==> src/rtl/core/stkx_pkg.sv <==
`timescale 1ns / 1ps
// ----------------------------------------------------------------------------
// stkx_pkg
// Shared codes, state and command types for the streaming top-K store.
// ----------------------------------------------------------------------------
package stkx_pkg;

    // Request operation codes.
    localparam logic [1:0] OP_OBSERVE = 2'd0;
    localparam logic [1:0] OP_REPORT  = 2'd1;
    localparam logic [1:0] OP_CLEAR   = 2'd2;
    localparam logic [1:0] OP_UNUSED  = 2'd3;

    // Result kinds.
    localparam logic [2:0] KIND_EXPIRED   = 3'd0;
    localparam logic [2:0] KIND_DISPLACED = 3'd1;
    localparam logic [2:0] KIND_STATUS    = 3'd2;
    localparam logic [2:0] KIND_REPORT    = 3'd3;
    localparam logic [2:0] KIND_EMPTY     = 3'd4;
    localparam logic [2:0] KIND_CLEAR     = 3'd5;

    // Observe outcomes.
    localparam logic [1:0] ST_UPDATED  = 2'd0;
    localparam logic [1:0] ST_INSERTED = 2'd1;
    localparam logic [1:0] ST_REPLACED = 2'd2;
    localparam logic [1:0] ST_DROPPED  = 2'd3;

    // Register indexes.
    localparam logic REG_K_IN_USE = 1'b0;
    localparam logic REG_TTL      = 1'b1;

    localparam logic [4:0]  K_RESET   = 5'd10;
    localparam logic [23:0] TTL_RESET = 24'd3600;

    typedef enum logic [4:0] {
        S_IDLE, S_EXP_RD, S_EXP_CHK, S_EXP_MRD, S_EXP_MLD,
        S_SD_RDL, S_SD_CHL, S_SD_CHR, S_SD_DEC, S_WR_CUR,
        S_SU_RDP, S_SU_CHP, S_SRCH_RD, S_SRCH_CHK, S_DEC_RD,
        S_DECIDE, S_UPD_RD, S_UPD_LD, S_STAT, S_RPT_INIT,
        S_RPT_SI, S_RPT_RD, S_RPT_CHK, S_RPT_EMIT, S_CLR_RD,
        S_CLR_PUSH, S_CLR_DONE, S_DRN_RD, S_DRN_OUT, S_DRN_WAIT
    } t_state;

    typedef enum logic [5:0] {
        DP_NOP, DP_LOAD, DP_EXP_RD, DP_EXP_CHK, DP_EXP_MRD, DP_EXP_MLD,
        DP_SD_RDL, DP_SD_CHL, DP_SD_CHR, DP_SD_DEC, DP_WR_CUR,
        DP_SU_RDP, DP_SU_CHP, DP_SRCH_RD, DP_SRCH_CHK, DP_DEC_RD,
        DP_DEC_UPD, DP_DEC_INS, DP_DEC_REP, DP_DEC_DROP, DP_UPD_RD,
        DP_UPD_LD, DP_STAT, DP_RPT_INIT, DP_RPT_SI, DP_RPT_RD,
        DP_RPT_CHK, DP_RPT_EMIT, DP_CLR_RD, DP_CLR_PUSH, DP_CLR_DONE,
        DP_DRN_RD, DP_DRN_OUT
    } t_dp_op;

    typedef struct packed {
        t_dp_op op;
    } t_dp_cmd;

    typedef struct packed {
        logic held_zero;
        logic held_one;
        logic j_end;
        logic expired;
        logic l_ok;
        logic r_ok;
        logic s_is_i;
        logic i_zero;
        logic key_match;
        logic found;
        logic room;
        logic beats;
        logic up_less;
        logic rpt_last;
        logic drn_last;
        logic out_done;
    } t_dp_sts;

endpackage

==> src/rtl/core/stkx_ctrl.sv <==
`timescale 1ns / 1ps
// ----------------------------------------------------------------------------
// stkx_ctrl
// Sequencer for expiry, key search, heap sifts, sorted report, clear and drain.
// ----------------------------------------------------------------------------
module stkx_ctrl (
    input  logic             i_clk,
    input  logic             i_rst_n,
    input  logic             i_in_valid,
    input  logic [1:0]       i_in_op,
    input  stkx_pkg::t_dp_sts i_sts,
    output stkx_pkg::t_dp_cmd o_cmd,
    output logic             o_in_ready
);
    import stkx_pkg::*;

    t_state r_state, n_state;
    t_state r_ret, n_ret;

    always_ff @(posedge i_clk) begin
        if (!i_rst_n) begin
            r_state <= S_IDLE;
            r_ret   <= S_IDLE;
        end else begin
            r_state <= n_state;
            r_ret   <= n_ret;
        end
    end

    always_comb begin
        n_state = r_state;
        n_ret   = r_ret;
        unique case (r_state)
            S_IDLE: begin
                if (i_in_valid) begin
                    case (i_in_op)
                        OP_OBSERVE: n_state = S_EXP_RD;
                        OP_REPORT:  n_state = S_RPT_INIT;
                        OP_CLEAR:   n_state = S_CLR_RD;
                        default:    n_state = S_IDLE;
                    endcase
                end
            end
            S_EXP_RD:   n_state = i_sts.held_zero ? S_SRCH_RD : S_EXP_CHK;
            S_EXP_CHK: begin
                if (!i_sts.expired) n_state = S_SRCH_RD;
                else if (i_sts.held_one) n_state = S_EXP_RD;
                else n_state = S_EXP_MRD;
            end
            S_EXP_MRD:  n_state = S_EXP_MLD;
            S_EXP_MLD: begin
                n_state = S_SD_RDL;
                n_ret   = S_EXP_RD;
            end
            S_SD_RDL:   n_state = i_sts.l_ok ? S_SD_CHL : S_WR_CUR;
            S_SD_CHL:   n_state = i_sts.r_ok ? S_SD_CHR : S_SD_DEC;
            S_SD_CHR:   n_state = S_SD_DEC;
            S_SD_DEC:   n_state = i_sts.s_is_i ? S_WR_CUR : S_SD_RDL;
            S_WR_CUR:   n_state = r_ret;
            S_SU_RDP:   n_state = i_sts.i_zero ? S_WR_CUR : S_SU_CHP;
            S_SU_CHP:   n_state = i_sts.up_less ? S_SU_RDP : S_WR_CUR;
            S_SRCH_RD:  n_state = i_sts.j_end ? S_DEC_RD : S_SRCH_CHK;
            S_SRCH_CHK: n_state = i_sts.key_match ? S_DEC_RD : S_SRCH_RD;
            S_DEC_RD:   n_state = S_DECIDE;
            S_DECIDE: begin
                if (i_sts.found) begin
                    n_state = S_SD_RDL;
                    n_ret   = S_UPD_RD;
                end else if (i_sts.room) begin
                    n_state = S_SU_RDP;
                    n_ret   = S_STAT;
                end else if (i_sts.beats) begin
                    n_state = S_SD_RDL;
                    n_ret   = S_STAT;
                end else begin
                    n_state = S_STAT;
                end
            end
            S_UPD_RD:   n_state = S_UPD_LD;
            S_UPD_LD: begin
                n_state = S_SU_RDP;
                n_ret   = S_STAT;
            end
            S_STAT:     n_state = S_DRN_RD;
            S_RPT_INIT: n_state = i_sts.held_zero ? S_DRN_RD : S_RPT_SI;
            S_RPT_SI:   n_state = S_RPT_RD;
            S_RPT_RD:   n_state = i_sts.j_end ? S_RPT_EMIT : S_RPT_CHK;
            S_RPT_CHK:  n_state = S_RPT_RD;
            S_RPT_EMIT: n_state = i_sts.rpt_last ? S_DRN_RD : S_RPT_SI;
            S_CLR_RD:   n_state = i_sts.j_end ? S_CLR_DONE : S_CLR_PUSH;
            S_CLR_PUSH: n_state = S_CLR_RD;
            S_CLR_DONE: n_state = S_DRN_RD;
            S_DRN_RD:   n_state = S_DRN_OUT;
            S_DRN_OUT:  n_state = S_DRN_WAIT;
            S_DRN_WAIT: begin
                if (i_sts.out_done) n_state = i_sts.drn_last ? S_IDLE : S_DRN_RD;
            end
            default:    n_state = S_IDLE;
        endcase
    end

    always_comb begin
        o_cmd.op   = DP_NOP;
        o_in_ready = 1'b0;
        unique case (r_state)
            S_IDLE: begin
                o_in_ready = 1'b1;
                if (i_in_valid) o_cmd.op = DP_LOAD;
            end
            S_EXP_RD:   o_cmd.op = DP_EXP_RD;
            S_EXP_CHK:  o_cmd.op = DP_EXP_CHK;
            S_EXP_MRD:  o_cmd.op = DP_EXP_MRD;
            S_EXP_MLD:  o_cmd.op = DP_EXP_MLD;
            S_SD_RDL:   o_cmd.op = DP_SD_RDL;
            S_SD_CHL:   o_cmd.op = DP_SD_CHL;
            S_SD_CHR:   o_cmd.op = DP_SD_CHR;
            S_SD_DEC:   o_cmd.op = DP_SD_DEC;
            S_WR_CUR:   o_cmd.op = DP_WR_CUR;
            S_SU_RDP:   o_cmd.op = DP_SU_RDP;
            S_SU_CHP:   o_cmd.op = DP_SU_CHP;
            S_SRCH_RD:  o_cmd.op = DP_SRCH_RD;
            S_SRCH_CHK: o_cmd.op = DP_SRCH_CHK;
            S_DEC_RD:   o_cmd.op = DP_DEC_RD;
            S_DECIDE: begin
                if (i_sts.found) o_cmd.op = DP_DEC_UPD;
                else if (i_sts.room) o_cmd.op = DP_DEC_INS;
                else if (i_sts.beats) o_cmd.op = DP_DEC_REP;
                else o_cmd.op = DP_DEC_DROP;
            end
            S_UPD_RD:   o_cmd.op = DP_UPD_RD;
            S_UPD_LD:   o_cmd.op = DP_UPD_LD;
            S_STAT:     o_cmd.op = DP_STAT;
            S_RPT_INIT: o_cmd.op = DP_RPT_INIT;
            S_RPT_SI:   o_cmd.op = DP_RPT_SI;
            S_RPT_RD:   o_cmd.op = DP_RPT_RD;
            S_RPT_CHK:  o_cmd.op = DP_RPT_CHK;
            S_RPT_EMIT: o_cmd.op = DP_RPT_EMIT;
            S_CLR_RD:   o_cmd.op = DP_CLR_RD;
            S_CLR_PUSH: o_cmd.op = DP_CLR_PUSH;
            S_CLR_DONE: o_cmd.op = DP_CLR_DONE;
            S_DRN_RD:   o_cmd.op = DP_DRN_RD;
            S_DRN_OUT:  o_cmd.op = DP_DRN_OUT;
            S_DRN_WAIT: o_cmd.op = DP_NOP;
            default:    o_cmd.op = DP_NOP;
        endcase
    end

endmodule

==> config.mk <==
export PLATFORM = sky130hd
export DESIGN_NAME = stkx_ctrl
export DESIGN_NICKNAME = d
export VERILOG_FILES = /design/src/rtl/core/stkx_pkg.sv /design/src/rtl/core/stkx_ctrl.sv
export SDC_FILE = /design/constraint.sdc
export NUM_CORES = 1
export LEC_CHECK = 0
export BUFFER_PORTS_ARGS = -buffer_cell sky130_fd_sc_hd__buf_2
export CAP_MARGIN = 20
export CORE_ASPECT_RATIO = 0.6
export CORE_MARGIN = 8
export CORE_UTILIZATION = 54
export CTS_BUF_LIST = sky130_fd_sc_hd__clkbuf_16
export CTS_CLUSTER_DIAMETER = 120
export DETAILED_ROUTE_END_ITERATION = 7
export GPL_ROUTABILITY_DRIVEN = 0
export GPL_TIMING_DRIVEN = 1
export PLACE_DENSITY = 0.79
export SKIP_CTS_REPAIR_TIMING = 1
export SLEW_MARGIN = 0
export SYNTH_ARGS = -nofsm -noshare
export SYNTH_HDL_FRONTEND = slang
export SYNTH_SLANG_ARGS = --single-unit
==> constraint.sdc <==
create_clock -name i_clk -period 1.9 [get_ports i_clk]
set_clock_uncertainty 0.05 [all_clocks]
set_input_delay 0.285 -clock i_clk [delete_from_list [all_inputs] [get_ports i_clk]]
set_output_delay 0.285 -clock i_clk [all_outputs]
set_load 0.05 [all_outputs]
Yosys cells after proc, flatten, opt, wreduce, memory -nomap -nowiden
Cells that the tools add are included.
Storage, ports and cells
  bits of input ports: 21
  logic and storage cells: 75
  flip-flop bits (word level): 10
Cells by class
  eq/ne operators: 34
  multiplexer cells: 32
  reduce and logical (&&, ||, !) cells: 7
Operator list (number)
  6-bit case mux with 29 select lines: 1
  5-bit case mux with 28 select lines: 1
  5-bit == test, second input constant: 14
  5-bit two-way mux: 9
  5-bit by 4-bit == test with 1-bit output, second input constant: 8
  5-bit case mux with 3 select lines: 2
  4-bit two-way mux: 7
  5-bit by 3-bit == test with 1-bit output, second input constant: 4
  2-bit two-way mux: 8
  5-bit by 2-bit == test with 1-bit output, second input constant: 2
  5-bit by 1-bit == test with 1-bit output, second input constant: 1
  5-bit zero test: 1
  1-bit two-way mux: 4
  2-bit != test, second input constant: 2
  4-bit != test, second input constant: 1
  2-bit AND reduction: 2
  2-bit OR reduction: 2
  3-bit nonzero test: 1
  2-bit by 1-bit == test with 1-bit output, second input constant: 1
  2-bit == test, second input constant: 1
  2-bit zero test: 1

Depth between registers and ports, before layout
Gate-level depths: netlist of the first run.
  word-level depth: 4
  mapped depth: 7
  depth with buffers taken out: 6

Least setup slack after synthesis of the first run
OpenSTA, ideal clock, no wires.
  kind: register to output
  start: reg r_state[4]
  end: out o_cmd[0] in the netlist's numbering
  slack: -1.117 ns
  cell stages (with the launch flop): 5
  buffers on the path: 3
  arrival: 2.682 ns
  path through: dfxtp_1 > buf_6 > buf_6 > buf_4 > o311ai_0
RTL lines
  start: declaration: RTL line stkx_ctrl.sv:17  | t_state r_state, n_state;
  start signal: assignment: RTL line stkx_ctrl.sv:25  | r_state <= n_state;
  end: declaration: RTL line stkx_ctrl.sv:12  | output stkx_pkg::t_dp_cmd o_cmd,

Final worst setup path of the first run
  start: reg r_state[2]
  end: reg r_state[0]
On the way
  word-level cells in the longest chain between the ends: 3
RTL lines
  5-bit == test or 5-bit zero test (tied branches): RTL line stkx_ctrl.sv:33  | unique case (r_state)
  2-bit OR reduction (no line) or 2-bit != test (tied branches)
  5-bit case mux with 28 select lines or 2-bit AND reduction (tied branches)
Several ways; a longest one is shown, not always the timed one.
A chain may end at the register's enable or synchronous reset.

==> results of run 1 <==
==> critical path: stages, from the launching register on <==
cell      delay [ps]
dfxtp_2          410
buf_4            210
nand2b_1         220
o22ai_1          180
a311oi_1         430
a41oi_1          220
==> cell usage after synthesis, types with 2 or more instances <==
library cell   n  area, µm²
xnor2_1        3       26.3
nor3b_1        3       22.5
o2bb2ai_1      2       17.5
nor2b_1        3       18.8
nand2b_1       9       56.3
buf_2          7       35.0
a211oi_1       2       15.0
a41oi_1        2       17.5
nor3b_2        2       25.0
dfxtp_1        8        160
ha_1           4       50.1
nor3_1         3       15.0
nor4_1         5       31.3
a31oi_1        3       18.8
and2_1         3       18.8
a311oi_1       2       17.5
o22ai_1        6       37.5
and3_1         4       25.0
a21oi_2        2       17.5
a22oi_1        2       15.0
inv_1          5       18.8
nand2_1       21       78.8
o31ai_1        2       15.0
nor2_1        15       56.3
buf_4          2       15.0
nand3_1       12       60.1
o21a_1         3       22.5
o21ai_0       10       50.1
o21ai_1        4       20.0
a21oi_1        5       25.0
and2b_1        3       22.5
buf_6          5       56.3
==> state kept, by name (all words and copies together), names as in the netlist <==
name / flops
r_ret: 3
r_state: 5
==> stage by stage <==
stage,worst slack [ps],cell area (µm²)
5_1_grt,-82.2,1600
3_3_place_gp,68.8,1490
4_1_cts,-179,1560
2_1_floorplan,-14.8,1280
3_5_place_dp,82.0,1490
6_report,2.78,1600
==> cells in the final DEF, fill, tap and decap left out, types with 3 or more instances in the layout <==
cell type and n:
and2b_1 3, o21ai_0 8, and2_1 3, nand2_1 21, buf_4 19, nor4_1 5
nor3_1 3, ha_1 4, inv_1 5, a21oi_1 5, and3_1 4, nor3b_1 3
dfxtp_1 3, nand2b_1 9, buf_2 24, o22ai_1 5, o21ai_1 6, a31oi_1 3
nor2b_1 3, nor2_1 15, clkbuf_16 3, o21a_1 3, dfxtp_2 3, nand3_1 11
==> layout make-up <==
type	count	area, µm²	area share
Inverter	5	18.8	0.0117
Clock buffer	3	75.1	0.0469
Multi-Input combinational cell	153	1000	0.628
Tap cell	30	37.5	0.0235
Timing Repair Buffer	46	293	0.183
Sequential cell	8	171	0.107
==> final timing paths <==
path | startpoint | endpoint | cells after the start
worst min-delay path | i_rst_n | r_state[2] | 2
worst max-delay path | r_state[2] | r_state[0] | 5
worst min register to register | r_ret[4] | r_ret[4] | 2
worst max register to register | r_state[2] | r_state[0] | 5
==> logic make-up after synthesis <==
group | after synthesis | share of synthesized area
DFF | 8 | 0.128
and+or+nand+nor | 89 | 0.386
xor gates and xnor gates | 3 | 0.0210
buffers and inverters | 20 | 0.103
adders and majority gates | 4 | 0.0399
AOI/OAI and AO/OA | 56 | 0.310
muxes | 1 | 0.0120
==> power groups by stage <==
stage / clock (µW) / combinational [µW] / sequential (µW)
floorplan: 0 / 1730 / 276
global placement: 0 / 2060 / 372
detailed placement: 0 / 2110 / 378
CTS: 365 / 2120 / 376
global route: 379 / 2400 / 417
finish: 370 / 2270 / 406
==> metal layers <==
| layer | share of wire | GRT usage | vias to the layer above |
|---|---|---|---|
| li1 | - | - | 742 |
| met1 | 0.42 | 0.274 | 717 |
| met2 | 0.44 | 0.349 | 125 |
| met3 | 0.13 | 0.0743 | 11 |
| met4 | 0.016 | 0.0701 | 0 |
| met5 | 0 | 0.0375 | - |
==> key figures, run 1 <==
Drt
  • Drt pass-1 iters: 7
  • Remaining antenna violation count after routing: 0
  • Starting DRT DRC Count: 189
  • Via Count: between 1500 and 2000
  • Number of vias per cell: approximately 6.5
  • Overall routed net length: about 4600 µm
  • WL/cell: roughly 19 µm
  • Post-route DRC: 0

Floorplanning
  • Number of core rows: 13
  • Die width: about 80 µm
  • Ports: 28
  • Die Span Y: 53.3 µm
  • Core Box Area: approximately 2200 µm²
  • Die footprint: 4170 µm²
  • Initial Util: 0.575

Clocking
  • Sink Count: 8
  • H-Tree Level Count: 1
  • CTS root buf: clkbuf_16
  • Worst-Skew Late Latency: roughly 240 ps
  • Clk slew on worst S/H paths: roughly 40 ps
  • CTS tree: yes
  • Max Buffers Root-to-Sink: 2
  • CTS buffer count: 3

Cells and area
  • Final core utilization: 0.734
  • Fill count: 180
  • Diode count: 0
  • Layout net count: around 240
  • Layout area overhead: 27.6%
  • Final non-filler cell total: approximately 250
  • Layout cells sized above 1: 0.321

Power
  • Power Total: about 3000 µW
  • Switching part of the total: 0.554
  • Combinational share of power: 0.745
  • Leak: roughly 0.00067 µW
  • Clk pwr share: 0.122
  • Psw: around 1700 µW
  • Internal: approximately 1400 µW
  • Sequential fraction of design power: 0.134
  • PwrDens: ~1900 nW/µm²
  • Max VDD drop: approximately 800 µV

Setup path
  • Worst Path Required: about 1900 ps
  • CP Launch Type: flop
  • CP max FO: 10
  • CP arrival: 1910 ps
  • Worst setup EP type: flop
  • R2r setup slk: ~2.8 ps
  • Crit Path Category: reg2reg

Flow run
  • Max Cap Viol: 0

Logic synthesis
  • Register bit total from synthesis: 8
  • Yosys warns: 0
  • Syn Nets: slightly above 200
  • Post-synth EDFFs: 0
  • Mean cell area of the mapped netlist: between 6 and 7 µm²
  • Primary FF master, synth: dfxtp_1
  • Async SR Flop Fraction: 0
  • Post-synthesis cell count: 181
  • Post-Syn Area: about 1300 µm²
  • Sequential share of the synthesized area: 0.128
  • Distinct cell type count after synthesis: 51

STA
  • Relative slew margins: 0.603
  • Setup TNS: 0 ps
  • Final Hold Vio Count: 0
  • Least-Margin Pin Slew: slightly below 600 ps
  • Final min period: 1900 ps
  • Final Setup Violations: 0
  • FMAX: roughly 0.53 GHz
  • Hold slack: 303 ps
  • Pins Over Slew Limit: 0
  • Part of the cycle the worst path needs: 0.999

Global route
  • Largest net degree at the start of global routing: 21
  • Overall routing resource usage: 0.220
  • Initial antenna violation count: 0
  • Vias in the first global route: roughly 1500
  • GRT Residual Overflow: 0
  • Global-route wire length before repair: roughly 7300 µm

Placed design
  • HPWL Detailed: ~3500 µm
  • Port Buf Inserts: 27
  • Placed Cells: around 240

Status
  • Status: finished clean

Worst hold path
  • Min-Delay Path Class: in2reg
(Power assumes the default switching activity.)
==> run 2, diff against run 1 <==
Settings changed: ABC_AREA set to 1, SKIP_LAST_GASP set to 1.
==> key figures, run 2 <==
Status
  • Status: complete, but fails checks
  • Failing checks: negative setup slack

Global route
  • Vias in the first global route: roughly 1600
  • M1 GR Usage: 0.274
  • Global-route wire length before repair: about 7000 µm
  • Gr busiest metal: met2
  • GRT Residual Overflow: 0
  • Overall routing resource usage: 0.218
  • Met2 usage: 0.317
  • Largest net degree at the start of global routing: 8
  • M3 GR Usage: 0.101
  • Initial antenna violation count: 0

Drt
  • Number of vias per cell: just over 6
  • Starting DRT DRC Count: between 300 and 400
  • Post-route DRC: 0
  • Overall routed net length: ~5600 µm
  • Via Count: ~1900
  • Drt pass-1 iters: 8
  • WL/cell: 17.9 µm
  • Remaining antenna violation count after routing: 0

Floorplanning
  • Die footprint: just over 4000 µm²
  • Die Span Y: ~53 µm
  • Core Box Area: about 2200 µm²
  • Ports: 28
  • Number of core rows: 13
  • Die width: 77.7 µm
  • Initial Util: 0.571

Logic synthesis
  • Top cell type's share of synthesized area: 0.191
  • Async SR Flop Fraction: 0
  • Count leader, synth: nand2_1
  • Distinct cell type count after synthesis: 31
  • Sequential share of the synthesized area: 0.130
  • Syn Nets: between 200 and 300
  • Post-synthesis cell count: around 230
  • Area leader, netlist: nand2_1
  • Synth cell count leaders: 63 x nand2_1, 37 x nor2_1, 29 x inv_1, 24 x nand3_1, 11 x nand4_1
  • Primary FF master, synth: dfxtp_1
  • Register bit total from synthesis: 8
  • Yosys warns: 0
  • Area contributors post-synth: nand2_1 19%, dfxtp_1 13%, nor2_1 11%
  • Post-Syn Area: ~1200 µm²
  • Post-synth EDFFs: 0
  • Mean cell area of the mapped netlist: between 5 and 6 µm²

Clocking
  • H-Tree Level Count: 1
  • Worst-Skew Late Latency: about 230 ps
  • Clk slew on worst S/H paths: 40 ps
  • CTS root buf: clkbuf_16
  • Sink Count: 8
  • CTS buffer count: 3
  • Max Buffers Root-to-Sink: 2
  • CTS tree: yes

Cells and area
  • Diode count: 0
  • Layout net count: 311
  • Max FFs per register: 5
  • Layout cells sized above 1: 0.327
  • Final non-filler cell total: 314
  • Largest registers: r_state (5), r_ret (3)
  • Layout area overhead: 48.0%
  • Commonest non-fill, non-tap cell in the layout: nand2_1
  • Register with the most flip-flops: r_state
  • Most frequent cells in the layout: 58 x nand2_1, 35 x nor2_1, 28 x buf_4, 25 x inv_1, 22 x nand3_1

Setup path
  • CP Capture Point: o_cmd[2]
  • FF-to-FF path depth: 11
  • Timing startpoint of the critical path: r_state[3]
  • Reg-to-Reg Start: r_state[3]
  • CP arrival: 1750 ps
  • FF-to-FF End: r_state[2]
  • Worst setup EP type: output pin
  • Crit Path Category: reg2out
  • Worst Path Required: roughly 1600 ps
  • CP Launch Type: flop
  • R2r setup slk: -70 ps
  • CP max FO: 6

STA
  • Relative slew margins: 0.678
  • Part of the cycle the worst path needs: 1.10
  • Final min period: around 2100 ps
  • Setup TNS: -437 ps
  • RSZ-0062 raised after global routing: yes
  • Final Setup Violations: 5
  • FMAX: between 0.4 and 0.5 GHz
  • Final worst slack: -190 ps
  • Final Hold Vio Count: 0
  • Least-Margin Pin Slew: 479 ps
  • Pins Over Slew Limit: 0

Placed design
  • Placed Cells: between 300 and 400
  • HPWL Detailed: about 3700 µm
  • Port Buf Inserts: 27

Power
  • Max VDD drop: between 1500 and 2000 µV
  • Leak: between 0.001 and 0.0015 µW
  • PwrDens: between 1500 and 2000 nW/µm²
  • Power Total: 3290 µW

Flow run
  • Max Cap Viol: 0

Worst hold path
  • Min-Delay Path Class: in2reg
-- run 2: cell count changes after synthesis, moves of 9 or more --
cell,delta
nand2b_1,-9
inv_1,+24
nand4_1,+10
nand3_1,+12
nand2_1,+42
nor2_1,+22
-- run 2: cell families (layout without fill, tap and decap cells) --
logic type / count (synthesis) / in the layout / share of synthesized area
compound gates: 21 / 21 / 0.108
fa+ha+maj: 4 / 4 / 0.0405
buf+inv: 33 / 90 / 0.109
flops: 8 / 8 / 0.130
simple gates: 161 / 161 / 0.612
-- run 2: critical path: stages (launching register included) --
cell,delay (ps)
dfxtp_2,350
inv_1,180
nor2_4,90
nand2_1,130
inv_2,80
a211oi_1,300
nand4_1,190
buf_6,200
-- run 2: cell type report --
type | count | area (µm²)
multi-input combinational | 186 | 1030
timing repair buffer | 57 | 402
fill | 130 | 335
sequential | 8 | 171
inverter | 30 | 113
clock buffer | 3 | 75.1
tap | 30 | 37.5
-- run 2: report_power, final --
part,internal (µW),switching (µW)
Combinational,910,1670
Sequential,249,112
Clock,271,80.8
-- run 2: through the flow --
step / instance area, µm² / setup slack [ps] / hold slack [ps] / util
detailed placement: 1540 / 44.7 / 429 / 0.713
finish: 1830 / -190 / 271 / 0.845
global placement: 1540 / 66.4 / 442 / 0.713
floorplan: 1240 / -13.9 / 333 / -
CTS: 1620 / -198 / 252 / 0.747
global route: 1830 / -197 / 279 / 0.845
-- run 2: worst min-delay path by stage --
stage | startpoint | to | slack, ps | cells after the start
floorplan | i_rst_n | r_state[2] | 330 | 2
global placement | r_ret[1] | r_ret[1] | 440 | 2
detailed placement | r_ret[1] | r_ret[1] | 430 | 2
CTS | i_rst_n | r_state[2] | 250 | 3
global route | i_rst_n | r_state[2] | 280 | 3
finish | i_rst_n | r_state[2] | 270 | 3
-- run 2: routing by layer --
layer,share of wire,up-vias
met3,0.17,66
met1,0.37,819
met2,0.40,195
met5,0,-
li1,-,865
met4,0.056,0
